## config.mk

```make
export PLATFORM = sky130hd
export DESIGN_NAME = sorted_table_binary_search_unit
export DESIGN_NICKNAME = d
export VERILOG_FILES = /design/src/rtl/core/stbs_pkg.sv /design/src/rtl/core/sorted_table_binary_search_unit.sv /design/src/rtl/core/stbs_cell.sv /design/src/rtl/core/stbs_ctrl.sv
export SDC_FILE = /design/constraint.sdc
export NUM_CORES = 2
export LEC_CHECK = 0
export BUFFER_PORTS_ARGS = -buffer_cell sky130_fd_sc_hd__buf_4
export CORE_AREA = 2 2 286 288
export CTS_CLUSTER_SIZE = 8
export DETAILED_ROUTE_END_ITERATION = 6
export DIE_AREA = 0 0 288 290
export HOLD_SLACK_MARGIN = 0.03
export PLACE_DENSITY_LB_ADDON = 0.15
export SLEW_MARGIN = 20
export SYNTH_ARGS = -nofsm -noshare
export SYNTH_HDL_FRONTEND = slang
export SYNTH_HIERARCHICAL = 1
export SYNTH_SLANG_ARGS = --single-unit
```

## constraint.sdc

```tcl
create_clock -name clk -period 6.45 [get_ports clk]
set_input_delay 0.3225 -clock clk [delete_from_list [all_inputs] [get_ports clk]]
set_output_delay 0.3225 -clock clk [all_outputs]
set_load 0.02 [all_outputs]
```

## src/rtl/core/stbs_pkg.sv

```systemverilog
// ----------------------------------------------------------------------------
// stbs_pkg: shared types and codes for the sorted table search unit
// Operation and status codes, cell select and sequencer state types.
// ----------------------------------------------------------------------------
package stbs_pkg;

  localparam int unsigned KEY_W   = 32;
  localparam int unsigned OP_W    = 2;
  localparam int unsigned STAT_W  = 2;
  localparam int unsigned POS_W   = 4;
  localparam int unsigned ENTRY_W = 5;

  // operation codes; the unused code behaves as a search
  localparam logic [OP_W-1:0] OP_SEARCH = 2'd0;
  localparam logic [OP_W-1:0] OP_INSERT = 2'd1;
  localparam logic [OP_W-1:0] OP_DELETE = 2'd2;

  // result status codes
  localparam logic [STAT_W-1:0] ST_OK        = 2'd0;
  localparam logic [STAT_W-1:0] ST_NOT_FOUND = 2'd1;
  localparam logic [STAT_W-1:0] ST_FULL      = 2'd2;
  localparam logic [STAT_W-1:0] ST_EMPTY     = 2'd3;

  typedef enum logic [1:0] {
    SEL_HOLD,
    SEL_PREV,
    SEL_NEXT,
    SEL_LOAD
  } cell_sel_t;

  typedef struct packed {
    logic      cmp_en;
    cell_sel_t sel;
  } cell_ctl_t;

  typedef struct packed {
    logic ins;
    logic del;
  } shift_cmd_t;

  typedef enum logic [1:0] {
    S_IDLE,
    S_PROBE,
    S_SHIFT,
    S_DONE
  } state_t;

endpackage

```

## src/rtl/core/sorted_table_binary_search_unit.sv

```systemverilog
// ----------------------------------------------------------------------------
// A full-table insert or an empty-table delete goes straight to loading the
// result beat; otherwise the sequencer probes one cell per cycle, an insert or
// a delete that finds its key then shifts the chain, and the result beat is
// loaded. No new item is taken until the last result beat is loaded, so a held
// result beat stalls the next item.
// Reset clears the entry count and control; stored keys stay undefined.
// ----------------------------------------------------------------------------
// ----------------------------------------------------------------------------
// sorted_table_binary_search_unit: sorted key table with search, insert, delete
// A chain of key cells compared in parallel, walked by a binary search
// sequencer, shifting up or down by one slot per insert or delete.
// ----------------------------------------------------------------------------
module sorted_table_binary_search_unit #(
  parameter int unsigned TABLE_DEPTH = 16
) (
  input  logic        clk,
  input  logic        rst_n,
  input  logic        in_tvalid,
  output logic        in_tready,
  input  logic [39:0] in_tdata,    // [1:0] op, [33:2] key, [39:34] zero
  output logic        out_tvalid,
  input  logic        out_tready,
  output logic [15:0] out_tdata    // [1:0] status, [5:2] position,
                                   // [10:6] entries_now, [15:11] zero
);
  import stbs_pkg::*;

  localparam int unsigned IDX_W = $clog2(TABLE_DEPTH);
  localparam int unsigned CNT_W = $clog2(TABLE_DEPTH + 1);

  logic                    in_fire;
  logic [OP_W-1:0]         in_op;
  logic signed [KEY_W-1:0] in_key;
  logic signed [KEY_W-1:0] key_r;
  logic signed [KEY_W-1:0] bus_key;
  logic signed [KEY_W-1:0] cell_key [TABLE_DEPTH];
  cell_ctl_t               cell_ctl [TABLE_DEPTH];
  logic [TABLE_DEPTH-1:0]  lt_vec;
  logic [TABLE_DEPTH-1:0]  eq_vec;
  shift_cmd_t              shift_cmd;
  logic [IDX_W-1:0]        shift_idx;
  logic [STAT_W-1:0]       out_status;
  logic [POS_W-1:0]        out_pos;
  logic [ENTRY_W-1:0]      out_entries;

  assign in_fire = in_tvalid && in_tready;
  assign in_op   = in_tdata[OP_W-1:0];
  assign in_key  = in_tdata[OP_W+KEY_W-1:OP_W];
  // compare against the incoming key, load the held key during the shift
  assign bus_key = in_fire ? in_key : key_r;

  always_ff @(posedge clk) begin
    if (in_fire) begin
      key_r <= in_key;
    end
  end

  for (genvar i = 0; i < TABLE_DEPTH; i++) begin : g_cell
    localparam logic [IDX_W-1:0] CI = IDX_W'(i);
    logic signed [KEY_W-1:0] prev_key;
    logic signed [KEY_W-1:0] next_key;

    if (i == 0) begin : g_first
      assign prev_key = bus_key;
    end else begin : g_mid
      assign prev_key = cell_key[i-1];
    end
    if (i == TABLE_DEPTH - 1) begin : g_last
      assign next_key = cell_key[i];
    end else begin : g_inner
      assign next_key = cell_key[i+1];
    end

    always_comb begin
      cell_ctl[i].cmp_en = in_fire;
      cell_ctl[i].sel    = SEL_HOLD;
      if (shift_cmd.ins) begin
        if (CI > shift_idx) begin
          cell_ctl[i].sel = SEL_PREV;
        end else if (CI == shift_idx) begin
          cell_ctl[i].sel = SEL_LOAD;
        end
      end else if (shift_cmd.del) begin
        if (CI >= shift_idx) begin
          cell_ctl[i].sel = SEL_NEXT;
        end
      end
    end

    stbs_cell u_cell (
      .clk      (clk),
      .ctl      (cell_ctl[i]),
      .bus_key  (bus_key),
      .prev_key (prev_key),
      .next_key (next_key),
      .key_q    (cell_key[i]),
      .lt_q     (lt_vec[i]),
      .eq_q     (eq_vec[i])
    );
  end

  stbs_ctrl #(
    .TABLE_DEPTH (TABLE_DEPTH),
    .IDX_W       (IDX_W),
    .CNT_W       (CNT_W)
  ) u_ctrl (
    .clk         (clk),
    .rst_n       (rst_n),
    .in_fire     (in_fire),
    .in_op       (in_op),
    .in_tready   (in_tready),
    .lt_vec      (lt_vec),
    .eq_vec      (eq_vec),
    .shift_cmd   (shift_cmd),
    .shift_idx   (shift_idx),
    .out_tvalid  (out_tvalid),
    .out_tready  (out_tready),
    .out_status  (out_status),
    .out_pos     (out_pos),
    .out_entries (out_entries)
  );

  assign out_tdata = {5'd0, out_entries, out_pos, out_status};

endmodule

```

## src/rtl/core/stbs_cell.sv

```systemverilog
// ----------------------------------------------------------------------------
// stbs_cell: one slot of the sorted key chain
// Holds a key, compares it with the broadcast key and shifts to or from
// its neighbours.
// ----------------------------------------------------------------------------
module stbs_cell (
  input  logic                                 clk,
  input  stbs_pkg::cell_ctl_t                  ctl,
  input  logic signed [stbs_pkg::KEY_W-1:0]    bus_key,
  input  logic signed [stbs_pkg::KEY_W-1:0]    prev_key,
  input  logic signed [stbs_pkg::KEY_W-1:0]    next_key,
  output logic signed [stbs_pkg::KEY_W-1:0]    key_q,
  output logic                                 lt_q,
  output logic                                 eq_q
);
  import stbs_pkg::*;

  logic signed [KEY_W-1:0] key_r;
  logic signed [KEY_W-1:0] key_nxt;
  logic                    lt_r;
  logic                    eq_r;

  always_comb begin
    case (ctl.sel)
      SEL_PREV: key_nxt = prev_key;
      SEL_NEXT: key_nxt = next_key;
      SEL_LOAD: key_nxt = bus_key;
      default:  key_nxt = key_r;
    endcase
  end

  always_ff @(posedge clk) begin
    key_r <= key_nxt;
    if (ctl.cmp_en) begin
      lt_r <= (bus_key < key_r);
      eq_r <= (bus_key == key_r);
    end
  end

  assign key_q = key_r;
  assign lt_q  = lt_r;
  assign eq_q  = eq_r;

endmodule

```

## src/rtl/core/stbs_ctrl.sv

```systemverilog
// ----------------------------------------------------------------------------
// stbs_ctrl: search sequencer and result stage
// Probes one cell per cycle for search, delete and insert position, then
// issues the shift for an insert or a found delete and holds the result beat until taken.
// ----------------------------------------------------------------------------
module stbs_ctrl #(
  parameter int unsigned TABLE_DEPTH = 16,
  parameter int unsigned IDX_W       = $clog2(TABLE_DEPTH),
  parameter int unsigned CNT_W       = $clog2(TABLE_DEPTH + 1)
) (
  input  logic                            clk,
  input  logic                            rst_n,
  input  logic                            in_fire,
  input  logic [stbs_pkg::OP_W-1:0]       in_op,
  output logic                            in_tready,
  input  logic [TABLE_DEPTH-1:0]          lt_vec,
  input  logic [TABLE_DEPTH-1:0]          eq_vec,
  output stbs_pkg::shift_cmd_t            shift_cmd,
  output logic [IDX_W-1:0]                shift_idx,
  output logic                            out_tvalid,
  input  logic                            out_tready,
  output logic [stbs_pkg::STAT_W-1:0]     out_status,
  output logic [stbs_pkg::POS_W-1:0]      out_pos,
  output logic [stbs_pkg::ENTRY_W-1:0]    out_entries
);
  import stbs_pkg::*;

  localparam logic [CNT_W-1:0] DEPTH_C = CNT_W'(TABLE_DEPTH);

  state_t             state_r, state_nxt;
  logic [OP_W-1:0]    op_r, op_nxt;
  logic [CNT_W-1:0]   cnt_r, cnt_nxt;
  logic [CNT_W-1:0]   lo_r, lo_nxt;
  logic [CNT_W-1:0]   hi_r, hi_nxt;   // one past the upper bound
  logic [STAT_W-1:0]  stat_r, stat_nxt;
  logic [IDX_W-1:0]   pos_r, pos_nxt;
  logic               out_valid_r;
  logic [STAT_W-1:0]  out_stat_r;
  logic [IDX_W-1:0]   out_pos_r;
  logic [CNT_W-1:0]   out_cnt_r;
  logic               out_load;

  logic [CNT_W:0]     mid_sum;
  logic [CNT_W-1:0]   mid;
  logic [IDX_W-1:0]   mid_idx;
  logic               is_ins;
  logic               is_del;

  assign mid_sum = {1'b0, lo_r} + {1'b0, hi_r} - {{CNT_W{1'b0}}, 1'b1};
  assign mid     = mid_sum[CNT_W:1];
  assign mid_idx = mid[IDX_W-1:0];
  assign is_ins  = (op_r == OP_INSERT);
  assign is_del  = (op_r == OP_DELETE);

  // next state and working registers
  always_comb begin
    state_nxt = state_r;
    op_nxt    = op_r;
    cnt_nxt   = cnt_r;
    lo_nxt    = lo_r;
    hi_nxt    = hi_r;
    stat_nxt  = stat_r;
    pos_nxt   = pos_r;
    case (state_r)
      S_IDLE: begin
        if (in_fire) begin
          op_nxt   = in_op;
          lo_nxt   = '0;
          hi_nxt   = cnt_r;
          stat_nxt = ST_OK;
          pos_nxt  = '0;
          state_nxt = S_PROBE;
          if (in_op == OP_INSERT && cnt_r >= DEPTH_C) begin
            stat_nxt  = ST_FULL;
            state_nxt = S_DONE;
          end else if (in_op == OP_DELETE && cnt_r == '0) begin
            stat_nxt  = ST_EMPTY;
            state_nxt = S_DONE;
          end
        end
      end
      S_PROBE: begin
        if (lo_r >= hi_r) begin
          if (is_ins) begin
            pos_nxt   = lo_r[IDX_W-1:0];
            state_nxt = S_SHIFT;
          end else begin
            stat_nxt  = ST_NOT_FOUND;
            state_nxt = S_DONE;
          end
        end else if (is_ins) begin
          // lower bound: advance past keys smaller than the new one
          if (!lt_vec[mid_idx] && !eq_vec[mid_idx]) begin
            lo_nxt = mid + CNT_W'(1);
          end else begin
            hi_nxt = mid;
          end
        end else if (eq_vec[mid_idx]) begin
          pos_nxt   = mid_idx;
          state_nxt = is_del ? S_SHIFT : S_DONE;
        end else if (lt_vec[mid_idx]) begin
          hi_nxt = mid;
        end else begin
          lo_nxt = mid + CNT_W'(1);
        end
      end
      S_SHIFT: begin
        cnt_nxt   = is_ins ? cnt_r + CNT_W'(1) : cnt_r - CNT_W'(1);
        state_nxt = S_DONE;
      end
      S_DONE: begin
        if (out_load) begin
          state_nxt = S_IDLE;
        end
      end
      default: state_nxt = S_IDLE;
    endcase
  end

  // handshake and shift outputs
  always_comb begin
    in_tready     = (state_r == S_IDLE);
    out_load      = (state_r == S_DONE) && (!out_valid_r || out_tready);
    shift_cmd.ins = (state_r == S_SHIFT) && is_ins;
    shift_cmd.del = (state_r == S_SHIFT) && is_del;
    shift_idx     = pos_r;
  end

  always_ff @(posedge clk) begin
    if (!rst_n) begin
      state_r     <= S_IDLE;
      cnt_r       <= '0;
      out_valid_r <= 1'b0;
    end else begin
      state_r <= state_nxt;
      cnt_r   <= cnt_nxt;
      if (out_load) begin
        out_valid_r <= 1'b1;
      end else if (out_tready) begin
        out_valid_r <= 1'b0;
      end
    end
  end

  always_ff @(posedge clk) begin
    op_r   <= op_nxt;
    lo_r   <= lo_nxt;
    hi_r   <= hi_nxt;
    stat_r <= stat_nxt;
    pos_r  <= pos_nxt;
    if (out_load) begin
      out_stat_r <= stat_r;
      out_pos_r  <= pos_r;
      out_cnt_r  <= cnt_r;
    end
  end

  logic [IDX_W+POS_W-1:0]   pos_wide;
  logic [CNT_W+ENTRY_W-1:0] cnt_wide;

  assign pos_wide    = {{POS_W{1'b0}}, out_pos_r};
  assign cnt_wide    = {{ENTRY_W{1'b0}}, out_cnt_r};
  assign out_tvalid  = out_valid_r;
  assign out_status  = out_stat_r;
  assign out_pos     = pos_wide[POS_W-1:0];
  assign out_entries = cnt_wide[ENTRY_W-1:0];

  a_cnt_bound: assert property (@(posedge clk) disable iff (!rst_n)
    cnt_r <= DEPTH_C)
    else $error("entry count beyond table depth");

  a_probe_order: assert property (@(posedge clk) disable iff (!rst_n)
    state_r == S_PROBE |-> lo_r <= hi_r)
    else $error("probe bounds crossed");

  a_ins_count: assert property (@(posedge clk) disable iff (!rst_n)
    state_r == S_SHIFT && is_ins |=> cnt_r == $past(cnt_r) + CNT_W'(1))
    else $error("insert did not raise the count");

  a_result_load: assert property (@(posedge clk) disable iff (!rst_n)
    out_load |=> out_valid_r && state_r == S_IDLE)
    else $error("result beat not presented");

endmodule

```

# --- Word-level counts from Yosys, hierarchy flattened ---
# Index checks and enable logic that the tools add are counted.
classes:
  n_addsub: 5
  n_lt_le_gt_ge: 51
  eq_ne: 98
  muxes: 140
  n_reduce_logical: 39
op_table:
  columns: ["cell", "n"]
  rows:
  - ["one-hot mux 32 bit (3 select lines)", 14]
  - ["== test 32 bit", 16]
  - ["less-than comparator 32 bit", 16]
  - ["two-way mux 2 bit", 92]
  - ["one-hot mux 32 bit (2 select lines)", 2]
  - ["== test 2 bit (second input constant)", 35]
  - ["two-way mux 5 bit", 13]
  - ["nonzero test 3 bit", 14]
  - ["== test 2 x 1 -> 1 bit (second input constant)", 19]
  - ["== test 4 bit (first input constant)", 8]
  - [">= comparator 4 bit (first input constant)", 8]
  - ["greater-than comparator 4 bit (first input constant)", 8]
  - ["two-way mux 32 bit", 1]
  - ["two-way mux 4 bit", 5]
  - ["one-hot mux 5 bit (2 select lines)", 2]
  - ["== test 3 x 4 -> 1 bit (first input constant)", 4]
  - [">= comparator 3 x 4 -> 1 bit (first input constant)", 4]
  - ["greater-than comparator 3 x 4 -> 1 bit (first input constant)", 4]
  - ["AND reduction 6 bit", 2]
  - ["adder 5 x 1 -> 5 bit (second input constant)", 2]
  - ["inequality test 3 x 2 -> 1 bit (second input constant)", 3]
  - ["inequality test 3 bit (second input constant)", 3]
  - ["binary-select mux 1 bit (select 4 bit)", 2]
  - ["== test 2 x 4 -> 1 bit (first input constant)", 2]
  - ["29 further kinds", 54]
totals:
  reg_bits: 613
  input_bits: 44
  output_inout_bits: 18
  elab_cells: 393

# --- Depth between registers and ports, before layout ---
logic_depth:
  ltp_word: 10
  depth_mapped: 12
  depth_no_buf: 12

# --- Hierarchy ---
# Netlist, hierarchy kept.
by_module_without_submodules:
  columns: ["mod", "n_inst", "cells_per_inst", "area_each_um2", "seq_area_each_um2"]
  rows:
  - ["stbs_cell", 16, 256, 2491.1, 1021.0]
  - ["stbs_ctrl", 1, 202, 2413.6, 1031.0]
  - ["sorted_table_binary_search_unit", 1, 141, 1480.2, 640.6]

# --- Least setup slack after synthesis ---
# Ideal clock, no wire load.
synth_timing:
  path_type: "register -> register"
  from: "reg u_ctrl.state_r[0]"
  to: "reg g_cell[0].u_cell.lt_r (data pin)"
  setup_time_ns: 0.267
  arrival_ns: 2.957
  required_time_ns: 6.183
  setup_slack_ns: 3.226
  path_stages_with_launch: 12
  path_buffers: 1
  period_less_slack_ns: 3.224
  cell_sequence: "dfxtp_1 inv_1 ha_1 nand2_1 buf_2 mux2_2 ha_1 nand4_1 nor4_2 a21boi_2 o31a_1 o22ai_2"
synth_between:
  elab_chain_len: 4
synth_lines:
  columns: ["element", "line_no", "text"]
  rows:
  - ["start, declared", "stbs_ctrl.sv:30", "state_t state_r, state_nxt;"]
  - ["start signal, assigned", "stbs_ctrl.sv:135", "state_r <= state_nxt;"]
  - ["logical NOT 2 bit", "stbs_ctrl.sv:122", "in_tready = (state_r == S_IDLE);"]
  - ["net in_tready", "sorted_table_binary_search_unit.sv:20", "output logic in_tready,"]
  - ["logical AND 1 bit", "sorted_table_binary_search_unit.sv:47", "assign in_fire = in_tvalid && in_tready;"]
  - ["two-way mux 32 bit", null, null]
  - ["net bus_key[14]", "sorted_table_binary_search_unit.sv:36", "logic signed [KEY_W-1:0] bus_key;"]
  - ["less-than comparator 32 bit", "stbs_cell.sv:35", "lt_r <= (bus_key < key_r);"]
  - ["end signal, assigned", "stbs_cell.sv:35", null]
  - ["end, declared", "stbs_cell.sv:20", "logic lt_r;"]
# The timed path passes the listed nets, and every way through them passes these cells.
# A chain may end at the register's enable or synchronous reset.

# --- Final worst setup path ---
layout_timing:
  from: "reg u_ctrl.state_r[0]"
  to: "reg g_cell[0].u_cell.lt_r (data pin)"
layout_between:
  elab_chain_len: 4
layout_lines:
  columns: ["element", "line_no"]
  rows:
  - ["logical NOT 2 bit", "stbs_ctrl.sv:122"]
  - ["logical AND 1 bit", "sorted_table_binary_search_unit.sv:47"]
  - ["two-way mux 32 bit", null]
  - ["net bus_key[7]", "sorted_table_binary_search_unit.sv:36"]
  - ["less-than comparator 32 bit", "stbs_cell.sv:35"]
# The timed path passes the listed nets, and every way through them passes these cells.

==> impl_metrics.csv <==
group,metric,value,unit
routing,wire_length_per_cell,21.8,um
routing,postRouteAntennaNets,0,
global_routing,first_global_vias,32497,
sta,min_period_over_period,73.4,%
sta,grt_setup_unrepaired,"false",
setup_path,timing.critical_path.cells,"inv_1, ha_1, nand2_1, buf_4, mux2_2, buf_4, ha_1, a21oi_1, o21ai_0, a221o_1, o31a_1, o22ai_2",
power_and_ir_drop,p_total,19.6,mW
die,die-width,288,um
global_routing,grt_pass1_wl,187,mm
run_status,result_of_the_run,"completed",
die,floorplan.die.height,290,um
hold_path,worst_hold_path_type,"primary input to flip-flop",
routing,postRouteWirelength,121,mm
finish,syn2layout_area_growth,9.35,%
setup_path,critPathCaptureType,"flip-flop",
sta,finalMaxSlewViolations,0,
cts,ctsLongestPathBuffers,3,
routing,drc,0,
place,post-dp-hpwl,87.0,mm
routing,avgViaCountPerCell,5.97,
setup_path,cp_data_arrival_time,5210,ps
synthesis,synth_compound_gate_area_share,12.8,%
routing,drtIter0Drc,2468,
setup_path,timing_worst_setup_path_type,"flip-flop to flip-flop",
global_routing,grt.total_usage,28.8,%
global_routing,number_of_antenna_violations_at_the_first_check_in_global_routing,2,
die,top_level_ports,62,
cts,clock_sink_count,613,
die,rows,104,
synthesis,synth_area_leaders,"sky130_fd_sc_hd__edfxtp_1, sky130_fd_sc_hd__ha_1, sky130_fd_sc_hd__mux2i_1",
routing,count_of_tritonroute_iterations_in_the_first_routing_pass,6,
sta,report.final.hold_viol_count,0,
cts,cts_tree,"done",
synthesis,yosysTopAreaCell,"sky130_fd_sc_hd__edfxtp_1",
global_routing,grt_max_degree,65,
place,gp_congestion,0.870,
synthesis,synthFlopType,"sky130_fd_sc_hd__edfxtp_1",
synthesis,main_combinational_cell_family_by_area_after_synthesis,"adder cells",
sta,final.setup.tns,0,ps
place,place.port_buffers,50,
global_routing,grt_overflow_total,0,
synthesis,postSynth.asyncResetShare,0,%
sta,clock_skew,36.2,ps
die,floorplan.initialDensity,54.6,%
setup_path,crit_required,6930,ps
synthesis,yosys.area.top_type_share,39.3,%
finish,num-fill-cells,7013,
synthesis,yosys.cell_count.top_type,"sky130_fd_sc_hd__a21oi_1",
synthesis,synth_seq_area_share,41.2,%
synthesis,synthesis.yosys.warnings,6,
synthesis,syn_inst,4439,
finish,layout-drive-gt1-share,8.28,%
setup_path,worst_path_largest_cell_delay,900,ps
cts,clock_insertion_delay_worst_skew,660,ps
die,floorplan.core_area,80200,um^2
synthesis,yosys-top-cells-count,"sky130_fd_sc_hd__a21oi_1, sky130_fd_sc_hd__nor2_1, sky130_fd_sc_hd__edfxtp_1",
synthesis,post_synth_and_or_nand_nor_area_fraction,10.4,%
synthesis,netlist-cell-type-count,66,
synthesis,postSynthRegisterBits,613,
sta,slew-limit-headroom,21.2,%
die,die-area,83500,um^2
synthesis,syn_area_per_cell,9.86,um^2
power_and_ir_drop,power-per-cell-area,410,nW/um^2
synthesis,post_synthesis_xor_xnor_area_fraction,0.263,%
cts,number_of_buffers_created_by_cts,86,
synthesis,synth_enable_flop_cells,573,
power_and_ir_drop,worst_ir_drop_vdd,0.564,mV
cts,htree_num_levels,3,
flow_run,cap_violations,0,
setup_path,worst_setup_path_start_kind,"flip-flop",
sta,fmax,211,MHz
sta,post-route-min-period,4730,ps
cts,cts_root_buffer,"sky130_fd_sc_hd__clkbuf_16",
setup_path,timing.critical_path.fanout_max,28,
sta,timing.final.setup_violations,0,
sta,tightestPinTransition,1180,ps
routing,route.vias.total,33125,
power_and_ir_drop,power_leakage,19.4,nW
synthesis,syn_std_cell_area,43800,um^2
setup_path,slowest_stage,"sky130_fd_sc_hd__mux2_2",
finish,design.final.nets,5034,
synthesis,synthAdderAreaFrac,15.3,%
synthesis,synth.area.mux_share,13.4,%
cts,clk_pin_slew,50,ps
kinds of logic (layout without fill, tap and decap cells):
kind of cell    Yosys count  count (layout)
compound gates          967             967
xor+xnor                 11              11
fa+ha+maj               535             535
buf+inv                 740             778
flops                   613             613
mux                     571             571
other cells               1               8
simple gates           1001            1001
flip-flops by register name, indices dropped and copies added, names as in the netlist:
name                 count
u_ctrl/shift_idx         4
key_r                   32
u_ctrl/hi_r              5
u_ctrl/lo_r              5
u_ctrl/op_r              2
u_ctrl/out_status        2
u_ctrl/out_tvalid        1
g_cell.u_cell/eq_q      16
g_cell.u_cell/key_q    512
u_ctrl/out_entries       5
u_ctrl/out_pos           4
u_ctrl/cnt_r             5
g_cell.u_cell/lt_q      16
u_ctrl/stat_r            2
u_ctrl/state_r           2
placed cells by master, fill, tap and decap left out, types with 17 or more instances in the layout:
cell type,instances
sky130_fd_sc_hd__a21oi_1,716
sky130_fd_sc_hd__nor2_1,574
sky130_fd_sc_hd__edfxtp_1,573
sky130_fd_sc_hd__inv_1,539
sky130_fd_sc_hd__ha_1,534
sky130_fd_sc_hd__mux2i_1,525
sky130_fd_sc_hd__nand4_1,128
sky130_fd_sc_hd__nand2_1,124
sky130_fd_sc_hd__buf_4,114
sky130_fd_sc_hd__clkbuf_16,86
sky130_fd_sc_hd__o21ai_0,64
sky130_fd_sc_hd__dfxtp_1,40
sky130_fd_sc_hd__nand3_1,35
sky130_fd_sc_hd__a21o_1,35
sky130_fd_sc_hd__mux2_2,34
sky130_fd_sc_hd__nor2b_1,24
sky130_fd_sc_hd__nand2b_1,21
sky130_fd_sc_hd__clkbuf_1,21
sky130_fd_sc_hd__or2_2,19
sky130_fd_sc_hd__o211ai_1,18
sky130_fd_sc_hd__nor4_2,17
sky130_fd_sc_hd__nor3_1,17
sky130_fd_sc_hd__nor4_1,17
area by class of cell:
cell class                      count  area [um^2]  area share [%]
Clock inverter                      7          139           0.290
Clock buffer                      107         2230            4.66
Tap cell                         1060         1330            2.77
Inverter                          542         2030            4.25
Timing Repair Buffer              122          976            2.04
Antenna cell                        3         7.51          0.0157
Sequential cell                   613        18000            37.6
Multi-Input combinational cell   3090        23100            48.3
routing by layer:
metal,vias to the layer above,wire length [um],share of wire [%],GRT usage [%]
met2,927,56700,47,47.3
met4,0,5280,4.4,11.4
met5,-,0,0,0
met3,244,6770,5.6,4.29
li1,16007,-,-,-
met1,15947,52200,43,38.1
power by group:
part	switching, mW	total, mW	leakage, nW	internal [mW]
combinational	6.25	9.59	12.7	3.34
clock	1.79	4.20	1.15	2.42
sequential	0.508	5.84	5.55	5.33
total	8.55	19.6	19.4	11.1
metrics by stage:
step	hold WS (ps)	cells	util [%]	setup WS (ps)	area, um^2
6_report	208	5544	59.7	1720	47800
2_1_floorplan	400	4443	-	3230	43800
5_1_grt	199	5541	59.7	1520	47800
3_3_place_gp	404	5423	56.7	1780	45400
4_1_cts	181	5541	59.7	1720	47800
3_5_place_dp	407	5423	56.7	1740	45400
worst max-delay path, delay by kind of cell, from the launching register on:
family | cells | cell delay (ps)
flip-flops | 1 | 350
adder cells (fa/ha/maj) | 2 | 640
buffers and inverters | 3 | 940
AND/OR/NAND/NOR | 1 | 610
multiplexers | 1 | 900
AO/OA/AOI/OAI | 5 | 1100
repair_timing:
action                    4_1_cts  5_1_grt
hold endpoints to repair       11        0
setup buffers                   0        0
resized for setup               0        0
hold buffers                    4        0
path summary, 6_finish.rpt:
| kind | endpoint | cells after the start | slack [ps] | from |
|---|---|---|---|---|
| max | g_cell[0].u_cell/lt_q | 12 | 1720 | u_ctrl/state_r[0] |
| max reg2reg | g_cell[0].u_cell/lt_q | 12 | 1720 | u_ctrl/state_r[0] |
| min | key_r[30] | 2 | 210 | in_tdata[32] |
| min reg2reg | u_ctrl/out_status[1] | 0 | 420 | u_ctrl/stat_r[1] |
Note: power is estimated with default switching activity, not from simulation.
